--- src/design/sbrp_pkg.sv ---
// ----------------------------------------------------------------------------
// sbrp_pkg
// Shared types and constants of the STUN binding response parser: parse
// phases, status codes, configuration register indexes and the result record.
// ----------------------------------------------------------------------------
package sbrp_pkg;

    localparam int unsigned HDR_BYTES = 20;
    localparam logic [15:0] ADDR_LEN_V4 = 16'd8;
    localparam logic [15:0] ADDR_LEN_V6 = 16'd20;
    localparam logic [3:0]  POS_SAT = 4'd8;

    typedef enum logic [2:0] {
        PH_HEADER   = 3'd0,
        PH_ATTR_HDR = 3'd1,
        PH_ATTR_VAL = 3'd2,
        PH_DONE     = 3'd3,
        PH_ERROR    = 3'd4
    } t_phase;

    typedef enum logic [2:0] {
        ST_OK       = 3'd0,
        ST_NOT_BIND = 3'd1,
        ST_OVERRUN  = 3'd2,
        ST_BAD_ADDR = 3'd3,
        ST_TRUNC    = 3'd4
    } t_status;

    typedef enum logic [1:0] {
        TGT_NONE    = 2'd0,
        TGT_MAPPED  = 2'd1,
        TGT_CHANGED = 2'd2
    } t_target;

    typedef enum logic [1:0] {
        CFG_BIND_CODE    = 2'd0,
        CFG_MAPPED_CODE  = 2'd1,
        CFG_CHANGED_CODE = 2'd2,
        CFG_FAMILY_CODE  = 2'd3
    } t_cfg_idx;

    typedef struct packed {
        logic [15:0] bind_code;
        logic [15:0] mapped_code;
        logic [15:0] changed_code;
        logic [7:0]  family_code;
    } t_cfg;

    typedef struct packed {
        t_status     status;
        logic        mapped_valid;
        logic [15:0] mapped_udp_port;
        logic [31:0] mapped_ipv4;
        logic        changed_valid;
        logic [15:0] changed_udp_port;
        logic [31:0] changed_ipv4;
    } t_result;

endpackage

--- src/design/sbrp_parser.sv ---
// ----------------------------------------------------------------------------
// sbrp_parser
// Byte-wide STUN parse engine. Updates the header, attribute and capture
// state for each accepted byte and forms the result on the frame end byte.
// ----------------------------------------------------------------------------
module sbrp_parser (
    input  logic             i_clk,
    input  logic             i_rst_n,
    input  sbrp_pkg::t_cfg   i_cfg,
    input  logic             i_push,
    input  logic [7:0]       i_data_byte,
    input  logic             i_frame_end,
    output logic             o_res_valid,
    output sbrp_pkg::t_result o_res
);
    import sbrp_pkg::*;

    t_phase      r_phase, n_phase;
    logic [4:0]  r_hdr_idx, n_hdr_idx;
    logic [15:0] r_msg_kind, n_msg_kind;
    logic [15:0] r_body_rem, n_body_rem;
    logic [15:0] r_attr_kind, n_attr_kind;
    logic [15:0] r_attr_size, n_attr_size;
    logic [3:0]  r_pos, n_pos;
    logic [15:0] r_val_left, n_val_left;
    logic [15:0] r_port_gath, n_port_gath;
    logic [31:0] r_addr_gath, n_addr_gath;
    logic        r_map_found, n_map_found;
    logic [15:0] r_map_port, n_map_port;
    logic [31:0] r_map_ip, n_map_ip;
    logic        r_chg_found, n_chg_found;
    logic [15:0] r_chg_port, n_chg_port;
    logic [31:0] r_chg_ip, n_chg_ip;
    t_status     r_err, n_err;

    t_target     target;
    logic [15:0] rem_dec;
    logic [15:0] size_full;
    logic [1:0]  pad_len;
    logic [16:0] padded;
    t_status     fin_status;
    logic        fin_ok;

    // Attribute kind decides the capture slot; mapped wins on equal codes.
    always_comb begin
        if (r_attr_kind == i_cfg.mapped_code) begin
            target = TGT_MAPPED;
        end else if (r_attr_kind == i_cfg.changed_code) begin
            target = TGT_CHANGED;
        end else begin
            target = TGT_NONE;
        end
    end

    assign rem_dec   = r_body_rem - 16'd1;
    assign size_full = {r_attr_size[15:8], i_data_byte};
    assign pad_len   = 2'(~size_full[1:0] + 2'd1);
    assign padded    = {1'b0, size_full} + {15'd0, pad_len};

    always_comb begin
        n_phase     = r_phase;
        n_hdr_idx   = r_hdr_idx;
        n_msg_kind  = r_msg_kind;
        n_body_rem  = r_body_rem;
        n_attr_kind = r_attr_kind;
        n_attr_size = r_attr_size;
        n_pos       = r_pos;
        n_val_left  = r_val_left;
        n_port_gath = r_port_gath;
        n_addr_gath = r_addr_gath;
        n_map_found = r_map_found;
        n_map_port  = r_map_port;
        n_map_ip    = r_map_ip;
        n_chg_found = r_chg_found;
        n_chg_port  = r_chg_port;
        n_chg_ip    = r_chg_ip;
        n_err       = r_err;

        unique case (r_phase)
            PH_HEADER: begin
                if (r_hdr_idx == 5'd0) begin
                    n_msg_kind = {i_data_byte, 8'h00};
                end else if (r_hdr_idx == 5'd1) begin
                    n_msg_kind = {r_msg_kind[15:8], i_data_byte};
                end else if (r_hdr_idx == 5'd2) begin
                    n_body_rem = {i_data_byte, 8'h00};
                end else if (r_hdr_idx == 5'd3) begin
                    n_body_rem = {r_body_rem[15:8], i_data_byte};
                end
                n_hdr_idx = r_hdr_idx + 5'd1;
                if (r_hdr_idx == 5'(HDR_BYTES - 1)) begin
                    n_pos = 4'd0;
                    if (r_msg_kind != i_cfg.bind_code) begin
                        n_err   = ST_NOT_BIND;
                        n_phase = PH_ERROR;
                    end else if (r_body_rem != 16'd0) begin
                        n_phase = PH_ATTR_HDR;
                    end else begin
                        n_phase = PH_DONE;
                    end
                end
            end
            PH_ATTR_HDR: begin
                n_body_rem = rem_dec;
                unique case (r_pos[1:0])
                    2'd0:    n_attr_kind = {i_data_byte, 8'h00};
                    2'd1:    n_attr_kind = {r_attr_kind[15:8], i_data_byte};
                    2'd2:    n_attr_size = {i_data_byte, 8'h00};
                    default: n_attr_size = size_full;
                endcase
                if (r_pos[1:0] != 2'd3) begin
                    n_pos = r_pos + 4'd1;
                    if (rem_dec == 16'd0) begin
                        n_err   = ST_OVERRUN;
                        n_phase = PH_ERROR;
                    end
                end else begin
                    n_pos = 4'd0;
                    if (padded > {1'b0, rem_dec}) begin
                        n_err   = ST_OVERRUN;
                        n_phase = PH_ERROR;
                    end else if (target != TGT_NONE && size_full != ADDR_LEN_V4 &&
                                 size_full != ADDR_LEN_V6) begin
                        n_err   = ST_BAD_ADDR;
                        n_phase = PH_ERROR;
                    end else if (size_full == 16'd0) begin
                        n_phase = (rem_dec != 16'd0) ? PH_ATTR_HDR : PH_DONE;
                    end else begin
                        n_val_left = padded[15:0];
                        n_phase    = PH_ATTR_VAL;
                    end
                end
            end
            PH_ATTR_VAL: begin
                if (target != TGT_NONE && r_pos == 4'd1 &&
                    i_data_byte != i_cfg.family_code) begin
                    n_err   = ST_BAD_ADDR;
                    n_phase = PH_ERROR;
                end else begin
                    if (target != TGT_NONE) begin
                        if (r_pos == 4'd2) begin
                            n_port_gath = {i_data_byte, 8'h00};
                        end else if (r_pos == 4'd3) begin
                            n_port_gath = {r_port_gath[15:8], i_data_byte};
                        end else if (r_pos >= 4'd4 && r_pos <= 4'd7) begin
                            n_addr_gath = {r_addr_gath[23:0], i_data_byte};
                        end
                        if (r_pos == 4'd7) begin
                            if (target == TGT_MAPPED) begin
                                n_map_found = 1'b1;
                                n_map_port  = r_port_gath;
                                n_map_ip    = n_addr_gath;
                            end else begin
                                n_chg_found = 1'b1;
                                n_chg_port  = r_port_gath;
                                n_chg_ip    = n_addr_gath;
                            end
                        end
                    end
                    n_body_rem = rem_dec;
                    n_val_left = r_val_left - 16'd1;
                    n_pos      = (r_pos == POS_SAT) ? POS_SAT : r_pos + 4'd1;
                    if (r_val_left == 16'd1) begin
                        n_pos   = 4'd0;
                        n_phase = (rem_dec != 16'd0) ? PH_ATTR_HDR : PH_DONE;
                    end
                end
            end
            PH_DONE, PH_ERROR: begin
            end
            default: begin
            end
        endcase

        // Final status reflects the state after this byte.
        if (n_err != ST_OK) begin
            fin_status = n_err;
        end else if (n_phase != PH_DONE) begin
            fin_status = ST_TRUNC;
        end else begin
            fin_status = ST_OK;
        end
        fin_ok = (fin_status == ST_OK);

        o_res.status           = fin_status;
        o_res.mapped_valid     = fin_ok && n_map_found;
        o_res.mapped_udp_port  = o_res.mapped_valid ? n_map_port : 16'd0;
        o_res.mapped_ipv4      = o_res.mapped_valid ? n_map_ip : 32'd0;
        o_res.changed_valid    = fin_ok && n_chg_found;
        o_res.changed_udp_port = o_res.changed_valid ? n_chg_port : 16'd0;
        o_res.changed_ipv4     = o_res.changed_valid ? n_chg_ip : 32'd0;

        if (i_frame_end) begin
            n_phase     = PH_HEADER;
            n_hdr_idx   = 5'd0;
            n_body_rem  = 16'd0;
            n_pos       = 4'd0;
            n_map_found = 1'b0;
            n_chg_found = 1'b0;
            n_err       = ST_OK;
        end
    end

    assign o_res_valid = i_push && i_frame_end;

    always_ff @(posedge i_clk) begin
        if (!i_rst_n) begin
            r_phase     <= PH_HEADER;
            r_hdr_idx   <= 5'd0;
            r_body_rem  <= 16'd0;
            r_pos       <= 4'd0;
            r_map_found <= 1'b0;
            r_chg_found <= 1'b0;
            r_err       <= ST_OK;
        end else if (i_push) begin
            r_phase     <= n_phase;
            r_hdr_idx   <= n_hdr_idx;
            r_body_rem  <= n_body_rem;
            r_pos       <= n_pos;
            r_map_found <= n_map_found;
            r_chg_found <= n_chg_found;
            r_err       <= n_err;
        end
    end

    always_ff @(posedge i_clk) begin
        if (i_push) begin
            r_msg_kind  <= n_msg_kind;
            r_attr_kind <= n_attr_kind;
            r_attr_size <= n_attr_size;
            r_val_left  <= n_val_left;
            r_port_gath <= n_port_gath;
            r_addr_gath <= n_addr_gath;
            r_map_port  <= n_map_port;
            r_map_ip    <= n_map_ip;
            r_chg_port  <= n_chg_port;
            r_chg_ip    <= n_chg_ip;
        end
    end

endmodule

--- src/design/sbrp_out_buf.sv ---
// ----------------------------------------------------------------------------
// sbrp_out_buf
// Two-entry result buffer: an output register plus a skid register, so that
// the parser keeps taking bytes while a result waits to be taken.
// ----------------------------------------------------------------------------
module sbrp_out_buf (
    input  logic              i_clk,
    input  logic              i_rst_n,
    input  logic              i_push,
    input  sbrp_pkg::t_result i_res,
    output logic              o_room,
    output logic              o_out_valid,
    input  logic              i_out_ready,
    output sbrp_pkg::t_result o_res
);
    import sbrp_pkg::*;

    logic    r_main_valid;
    t_result r_main;
    logic    r_skid_valid;
    t_result r_skid;
    logic    main_free;

    assign main_free   = !r_main_valid || i_out_ready;
    assign o_room      = !r_skid_valid;
    assign o_out_valid = r_main_valid;
    assign o_res       = r_main;

    always_ff @(posedge i_clk) begin
        if (!i_rst_n) begin
            r_main_valid <= 1'b0;
            r_skid_valid <= 1'b0;
        end else if (main_free) begin
            if (r_skid_valid) begin
                r_main_valid <= 1'b1;
                r_skid_valid <= 1'b0;
            end else begin
                r_main_valid <= i_push;
            end
        end else if (i_push) begin
            r_skid_valid <= 1'b1;
        end
    end

    always_ff @(posedge i_clk) begin
        if (main_free) begin
            r_main <= r_skid_valid ? r_skid : i_res;
        end
        if (!main_free && i_push) begin
            r_skid <= i_res;
        end
    end

endmodule

--- src/design/stun_binding_response_parser.sv ---
// ----------------------------------------------------------------------------
// stun_binding_response_parser
// Parses a received STUN datagram one byte per transaction and reports one
// status with the captured mapped and changed IPv4 addresses per datagram.
// ----------------------------------------------------------------------------
// The block takes one datagram byte per clock cycle unless stalled, with no
// gaps between datagrams. All parse state is updated in the cycle a byte is
// accepted, by one short stage of counter and field logic, and the result
// for a datagram appears on the output channel the cycle after its frame
// end byte is accepted, unless an earlier result is still waiting there.
// Results go into a two-entry buffer (output register plus skid register),
// so input ready drops only when two results are waiting; with the output
// side draining, the sustained rate is one byte per cycle. The status is 0
// for a good binding response, 1 for a wrong message type, 2 when an
// attribute runs past the body length, 3 for a bad address attribute and 4
// when the datagram ends before the header or body is complete. The first
// error seen wins. Port and address fields are zero unless their valid bit
// is set, which happens only with a good status. Bytes after the body are
// ignored. The user must write the four code registers via the configuration
// channel, always ready, only while the block is idle; this is not enforced.
// ----------------------------------------------------------------------------
module stun_binding_response_parser (
    input  logic        i_clk,
    input  logic        i_rst_n,
    input  logic        i_in_valid,
    output logic        o_in_ready,
    input  logic [7:0]  i_data_byte,
    input  logic        i_frame_end,
    output logic        o_out_valid,
    input  logic        i_out_ready,
    output logic [2:0]  o_status,
    output logic        o_mapped_valid,
    output logic [15:0] o_mapped_port,
    output logic [31:0] o_mapped_ipv4,
    output logic        o_changed_valid,
    output logic [15:0] o_changed_port,
    output logic [31:0] o_changed_ipv4,
    input  logic        i_cfg_valid,
    output logic        o_cfg_ready,
    input  logic [1:0]  i_cfg_index,
    input  logic [15:0] i_cfg_data
);
    import sbrp_pkg::*;

    t_cfg    r_cfg;
    logic    push;
    logic    res_valid;
    t_result res;
    t_result out_res;
    logic    room;

    // Configuration registers. Every index names a register, so each write
    // lands somewhere; the family code keeps the low byte of the data.
    assign o_cfg_ready = 1'b1;

    always_ff @(posedge i_clk) begin
        if (!i_rst_n) begin
            r_cfg.bind_code    <= 16'd257;
            r_cfg.mapped_code  <= 16'd1;
            r_cfg.changed_code <= 16'd5;
            r_cfg.family_code  <= 8'd1;
        end else if (i_cfg_valid) begin
            unique case (t_cfg_idx'(i_cfg_index))
                CFG_BIND_CODE:    r_cfg.bind_code    <= i_cfg_data;
                CFG_MAPPED_CODE:  r_cfg.mapped_code  <= i_cfg_data;
                CFG_CHANGED_CODE: r_cfg.changed_code <= i_cfg_data;
                CFG_FAMILY_CODE:  r_cfg.family_code  <= i_cfg_data[7:0];
                default:          r_cfg.bind_code    <= r_cfg.bind_code;
            endcase
        end
    end

    // A byte is taken whenever the result buffer can still hold one more
    // result; only frame end bytes actually produce one.
    assign o_in_ready = room;
    assign push       = i_in_valid && room;

    sbrp_parser u_parser (
        .i_clk       (i_clk),
        .i_rst_n     (i_rst_n),
        .i_cfg       (r_cfg),
        .i_push      (push),
        .i_data_byte (i_data_byte),
        .i_frame_end (i_frame_end),
        .o_res_valid (res_valid),
        .o_res       (res)
    );

    sbrp_out_buf u_out_buf (
        .i_clk       (i_clk),
        .i_rst_n     (i_rst_n),
        .i_push      (res_valid),
        .i_res       (res),
        .o_room      (room),
        .o_out_valid (o_out_valid),
        .i_out_ready (i_out_ready),
        .o_res       (out_res)
    );

    assign o_status        = out_res.status;
    assign o_mapped_valid  = out_res.mapped_valid;
    assign o_mapped_port   = out_res.mapped_udp_port;
    assign o_mapped_ipv4   = out_res.mapped_ipv4;
    assign o_changed_valid = out_res.changed_valid;
    assign o_changed_port  = out_res.changed_udp_port;
    assign o_changed_ipv4  = out_res.changed_ipv4;

endmodule

--- config.mk ---
export PLATFORM = sky130hd
export DESIGN_NAME = stun_binding_response_parser
export DESIGN_NICKNAME = d
export VERILOG_FILES = /design/src/design/sbrp_pkg.sv /design/src/design/sbrp_parser.sv /design/src/design/sbrp_out_buf.sv /design/src/design/stun_binding_response_parser.sv
export SDC_FILE = /design/constraint.sdc
export NUM_CORES = 1
export LEC_CHECK = 0
export BUFFER_PORTS_ARGS = -buffer_cell sky130_fd_sc_hd__buf_2
export CORE_MARGIN = 3
export CORE_UTILIZATION = 30
export DETAILED_ROUTE_END_ITERATION = 10
export GPL_TIMING_DRIVEN = 0
export SLEW_MARGIN = 40
export SYNTH_ARGS = -nofsm -noshare
export SYNTH_HDL_FRONTEND = slang
export SYNTH_SLANG_ARGS = --single-unit
--- constraint.sdc ---
create_clock -name i_clk -period 14.7 [get_ports i_clk]
set_input_delay 0.735 -clock i_clk [delete_from_list [all_inputs] [get_ports i_clk]]
set_output_delay 0.735 -clock i_clk [all_outputs]
set_load 0.005 [all_outputs]
### Yosys cells after proc, flatten, opt, wreduce, memory -nomap -nowiden

Index checks and enable logic that the tools add are counted.

| word-level totals | value |
|---|---|
| output and inout bits | 104 |
| register bits after elaboration | 493 |

| cells by class | value |
|---|---|
| muxes and demuxes | 95 |
| reduce and logical (&&, ||, !) cells | 50 |
| order comparisons | 3 |
| bitwise logic cells | 5 |
| equal/unequal tests | 37 |
| add/sub/neg operators | 6 |

Operators by type and width:

| kind | number |
|---|---|
| two-way mux 32 bit | 15 |
| two-way mux 16 bit | 24 |
| two-way mux 101 bit | 1 |
| one-hot mux 16 bit (2 select lines) | 3 |
| two-way mux 3 bit | 20 |
| one-hot mux 16 bit (3 select lines) | 1 |
| == test 16 bit | 2 |
| logical NOT 16 bit | 2 |
| nonzero test 16 bit | 2 |
| subtractor 16 x 1 -> 16 bit (second input constant) | 2 |
| two-way mux 4 bit | 6 |
| two-way mux 8 bit | 3 |
| one-hot mux 3 bit (3 select lines) | 2 |
| adder 16 x 2 -> 17 bit | 1 |
| > comparator 17 x 16 -> 1 bit | 1 |
| == test 16 x 1 -> 1 bit (second input constant) | 1 |
| inequality test 16 bit | 1 |
| inequality test 16 x 4 -> 1 bit (second input constant) | 1 |
| inequality test 16 x 5 -> 1 bit (second input constant) | 1 |
| AND reduction 4 bit | 4 |
| two-way mux 1 bit | 13 |
| inequality test 2 bit (second input constant) | 6 |
| one-hot mux 4 bit (3 select lines) | 1 |
| AND reduction 6 bit | 2 |
| 38 further kinds | 81 |

### Longest topological paths before layout

| logic depth | value |
|---|---|
| word-level depth | 17 |
| gate-level depth with buffers | 20 |
| depth with buffers taken out | 17 |

### By module

A second synthesis with hierarchy kept.

| unflattened totals | value |
|---|---|
| cells, all modules | 1685 |
| area total of the unflattened synthesis | 23019.6 µm² |

By module, submodules not included:

| module | cells each | sequential area each (µm²) | area each (µm²) | instances |
|---|---|---|---|---|
| sbrp_parser | 1155 | 6666.4 | 13445.4 | 1 |
| sbrp_out_buf | 323 | 6105.9 | 7380.8 | 1 |
| stun_binding_response_parser | 207 | 1121.1 | 2193.4 | 1 |

### Least setup slack after synthesis

OpenSTA, ideal clock, no wires.

| path | value |
|---|---|
| path type | input to register |
| start | input port i_in_valid |
| end | register u_out_buf.r_skid[0] (netlist name) (enable) |
| required time | 14.139 ns |
| arrival time | 8.286 ns |
| path buffers | 1 |
| cell stages on the path | 5 |
| path slack | 5.854 ns |
| cell sequence | nand2_1 -> inv_1 -> clkbuf_1 -> nand2_1 -> nor2_1 |

| between the ends | value |
|---|---|
| word-level cells in the longest chain between the ends | 3 |

RTL lines:

| what | RTL line | text |
|---|---|---|
| start: declaration | stun_binding_response_parser.sv:25 | `input logic i_in_valid,` |
| logical AND 1 bit | stun_binding_response_parser.sv:76 | `assign push = i_in_valid && room;` |
| via push | stun_binding_response_parser.sv:46 | `logic push;` |
| logical AND 1 bit | sbrp_parser.sv:204 | `assign o_res_valid = i_push && i_frame_end;` |
| logical AND 1 bit | sbrp_out_buf.sv:49 | `if (!main_free && i_push) begin` |
| end signal: assignment | sbrp_out_buf.sv:50 | `r_skid <= i_res;` |
| end: declaration | sbrp_out_buf.sv:21 | `t_result r_skid;` |

The timed path passes the listed nets, and every way through them passes these cells.
A chain may end at the register's enable or synchronous reset.

### Worst setup path after layout

| path | value |
|---|---|
| start | input port i_data_byte[0] |
| end | register u_out_buf.r_main (netlist bit u_out_buf.o_res[0]), data pin |

| between the ends | value |
|---|---|
| word-level cells in the longest chain between the ends | 14 |

RTL lines:

| what | RTL line | text |
|---|---|---|
| start: declaration | stun_binding_response_parser.sv:27 | `input logic [7:0] i_data_byte,` |
| NOT 2 bit or inequality test 16 x 4 -> 1 bit (tied branches) | sbrp_parser.sv:57, sbrp_parser.sv:122 |  |
| adder 2 x 1 -> 2 bit or logical AND 1 bit (tied branches) | sbrp_parser.sv:57, sbrp_parser.sv:122 |  |
| adder 16 x 2 -> 17 bit or logical AND 1 bit (tied branches) | sbrp_parser.sv:58, sbrp_parser.sv:122 |  |
| > comparator 17 x 16 -> 1 bit or two-way mux 3 bit (tied branches) | sbrp_parser.sv:119, sbrp_parser.sv:122 |  |
| two-way mux 3 bit | sbrp_parser.sv:119 | `if (padded > {1'b0, rem_dec}) begin` |
| two-way mux 3 bit | sbrp_parser.sv:111 | `if (r_pos[1:0] != 2'd3) begin` |
| one-hot mux 3 bit (3 select lines) | sbrp_parser.sv:79 | `unique case (r_phase)` |
| inequality test 3 x 2 -> 1 bit | sbrp_parser.sv:178 | `end else if (n_phase != PH_DONE) begin` |
| two-way mux 3 bit | sbrp_parser.sv:178 |  |
| two-way mux 3 bit | sbrp_parser.sv:176 | `if (n_err != ST_OK) begin` |
| logical NOT 3 bit | sbrp_parser.sv:183 | `fin_ok = (fin_status == ST_OK);` |
| logical AND 1 bit | sbrp_parser.sv:189 | `o_res.changed_valid = fin_ok && n_chg_found;` |
| two-way mux 32 bit (*) | sbrp_parser.sv:191 | `o_res.changed_ipv4 = o_res.changed_valid ? n_chg_ip : 32'd0;` |
| two-way mux 101 bit (*) | sbrp_out_buf.sv:47 | `r_main <= r_skid_valid ? r_skid : i_res;` |
| end signal: assignment | sbrp_out_buf.sv:47 |  |
| end: declaration | sbrp_out_buf.sv:19 | `t_result r_main;` |

Mark *: on every way between the ends. The rest lies on a longest branch, timed or not.

==> summary.txt <==
Floorplanning
  • DIE WIDTH: ~290 um
  • Core Area: 79300 sq um
  • Die Y: 289 um
  • Die ar.: 83700 sq um
  • Site Rows: around 100
  • I/O pin cnt: 136
  • Starting Density: 0.304

GRT
  • First-pass GRT wire length: 102000 um
  • GRT Overall Usage: 0.161
  • Initial antenna violation count: 3
  • Grt ovf: 0
  • Vias in the first global route: 16900
  • Pin count of the biggest net entering global routing: 48

Yosys
  • Syn_area_per_cell: 11.5 sq um
  • Yosys cell types: 78
  • Synth top area cells: edfxtp_1, dfxtp_1, nor4b_2, nand2_1, nand4_1
  • Synth top area share: 0.502
  • Primary FF master, synth: edfxtp_1
  • Ys Warns: 0
  • Syn_nets: 2150
  • Mapped Area: 24100 sq um
  • Asr flop ratio synth: 0
  • Register bit count reported by yosys: 493
  • Post-synth EDFFs: 402
  • Most frequent cell after synthesis: edfxtp_1
  • Synth cell count leaders: edfxtp_1, nand2_1, nor2_1
  • Post-synthesis sequential area ratio: 0.577
  • Synth area leader: edfxtp_1
  • Post-synthesis cell count: around 2100

Clock tree
  • Root Driver: clkbuf_16
  • Cts hold-fix bufs: 0
  • Worst-case clock buffer depth: 3
  • CTS tree: built
  • Setup Fix Bufs, Post-CTS: 0
  • H-tree depth: 2
  • Cts bufs inserted: 51
  • CTS resizes: 0
  • Num Clock Sinks: slightly below 500
  • Clk slew on worst S/H paths: 0.06 ns
  • Clk_lat worst skew: 0.61 ns

Setup path
  • Critical Path End Type: register
  • Critical Path RT: 15.03 ns
  • Critical Path Slowest Stage Cell: a2111oi_0
  • WS Path Type: in -> reg
  • Buf/Inv on CP: 5
  • Crit path cell chain: buf_2 -> clkbuf_1 -> inv_1 -> ha_1 -> nand3b_1 -> nor2_1 -> nand2_1 -> xnor2_1 -> ha_1 -> a41oi_1 -> o21ai_0 -> or4_1 -> a221oi_1 -> nor2_1 -> a2111oi_0 -> o211a_1 -> nand3_2 -> buf_4 -> buf_2 -> o21ai_0
  • CP max stage delay: 0.73 ns
  • Crit-path max FO: 10
  • Family with the most delay on the worst path: compound AO/OA/AOI/OAI gates
  • CP Launch Type: input pin
  • CP arrival: ~7.5 ns
  • CP Depth: 20
  • R2R depth: 19

Layout
  • Final Net Count: 2342
  • Fill cells: 7767
  • Area grow syn2layout: 16.1%
  • Antenna diode count: 0
  • Fraction of layout cells with a size suffix above 1: 0.182
  • Area of the multi-input gates: between 9000 and 10000 sq um
  • Final Instance Area: between 20000 and 30000 sq um
  • Sequential Area: 13900 sq um

STA
  • Worst-margin pin slew: 0.932 ns
  • Fin crit share: 0.484
  • Hold Fails Final Rpt: 0
  • Slew headroom: 0.379
  • Setup tns final: 0 ns
  • Final Critical Period: 7.12 ns
  • Slew Limit Fails: 0
  • Final setup vio count: 0
  • Fmax: about 140 MHz
  • Worst Clk Skew: 0.0425 ns
  • RSZ-0062 raised after global routing: false

Drt
  • Via count: 17100
  • Drt first pass iters: 6
  • Average vias per placed instance: just over 5
  • Starting DRT DRC Count: 1560
  • Total wire length: 68600 um
  • Drt drc: 0
  • Avg WL per Cell: 20.3 um
  • Final ANT Viol Nets: 0

Pwr
  • VDD IR max: 0.0000875 V
  • Leakage: 9.12 nW
  • PnR Total Power: just over 3 mW
  • Pwr/cell area: 110 nW/um^2

Status
  • Status: finished, final reports clean

Placed design
  • Placed wire-length estimate: 49900 um
  • Port Buffers: 128
  • RePlAce Congestion: 0.903
  • Dpl cell area: around 26000 sq um

Worst hold path
  • WHS Path Cells: 3
  • HP Class: in -> reg

Job
  • Max-Cap Viols: 0
==> cells in the final DEF, fill, tap and decap left out, types with 10 or more instances in the layout <==
master / instances
nand3_1: 19
nor4b_2: 96
a21boi_0: 57
ha_1: 29
dfxtp_1: 91
and2_1: 28
nor2b_1: 30
a21oi_1: 109
xor2_1: 65
mux2_2: 34
xnor2_1: 33
mux2i_1: 50
nand2_1: 251
clkbuf_1: 125
edfxtp_1: 402
inv_1: 56
nor4_1: 28
buf_4: 19
o21ai_0: 77
clkbuf_16: 53
nor2_1: 171
and3_1: 19
nand4_1: 110
nor3_1: 15
buf_2: 151
clkinv_1: 10
o21ai_1: 32
==> worst paths after layout <==
| kind | from | to | slack (ns) |
|---|---|---|---|
| min reg2reg | r_cfg[21] | r_cfg[21] | 0.48 |
| max reg2reg | u_parser.r_body_rem[1] | u_out_buf.o_res[0] | 8.18 |
| max | i_data_byte[0] | u_out_buf.o_res[0] | 7.58 |
| min | i_cfg_data[9] | r_cfg[33] | 0.42 |
==> logic make-up (layout without fill, tap and decap cells) <==
logic type / after synthesis / count (layout) / synth area share
other: 1 / 1 / 0.000156
flip-flops: 493 / 493 / 0.577
buffers and inverters: 224 / 457 / 0.0408
multiplexers: 84 / 84 / 0.0367
AND/OR/NAND/NOR: 824 / 824 / 0.206
AO/OA/AOI/OAI: 335 / 335 / 0.0873
XOR/XNOR: 99 / 99 / 0.0367
adder cells (fa/ha/maj): 29 / 29 / 0.0151
==> flip-flops by register name, indices dropped and copies added, names as in the netlist, 16 cells and up <==
name,count
u_out_buf.o_res,101
u_parser.r_chg_ip,32
u_parser.r_map_ip,32
u_parser.r_body_rem,16
u_parser.r_msg_kind,16
u_parser.r_addr_gath,32
u_parser.r_port_gath,16
u_parser.r_attr_kind,16
u_parser.r_map_port,16
u_out_buf.r_skid,101
u_parser.r_chg_port,16
r_cfg,56
u_parser.r_val_left,16
==> cell type report <==
class	instances	share of cell area
clock buffer	65	0.0494
tap	1050	0.0470
inverter	58	0.00779
multi-input combinational	1372	0.330
sequential	493	0.497
timing repair buffer	139	0.0303
buffer	166	0.0277
clock inverter	29	0.0101
==> worst min-delay path: cells and delay by family <==
kind                   cells  cell delay, ns
buffers and inverters      1            0.13
AO/OA/AOI/OAI              1            0.06
AND/OR/NAND/NOR            1            0.05
==> through the flow <==
stage / hold slack (ns) / cells / worst slack [ns] / utilization
2_1_floorplan: 0.437 / 2089 / 5.85 / -
3_3_place_gp: 0.448 / 3267 / 1.26 / 0.328
3_5_place_dp: 0.465 / 3278 / 7.23 / 0.332
4_1_cts: 0.385 / 3372 / 7.84 / 0.352
5_1_grt: 0.405 / 3372 / 7.48 / 0.353
6_report: 0.422 / 3372 / 7.58 / 0.353
==> per-layer routing <==
metal | global-route usage | part of all wire | up-vias
met5 | 0 | 0.00031 | -
met4 | 0.0591 | 0.035 | 4
met3 | 0.0364 | 0.075 | 118
met2 | 0.257 | 0.46 | 562
met1 | 0.213 | 0.43 | 8377
li1 | - | - | 8043
==> report_power, final <==
part	internal [mW]	switching, mW	total [mW]
Sequential	1.54	0.0169	1.56
Combinational	0.0782	0.147	0.226
Clock	0.739	0.560	1.30
(Power assumes the default switching activity.)
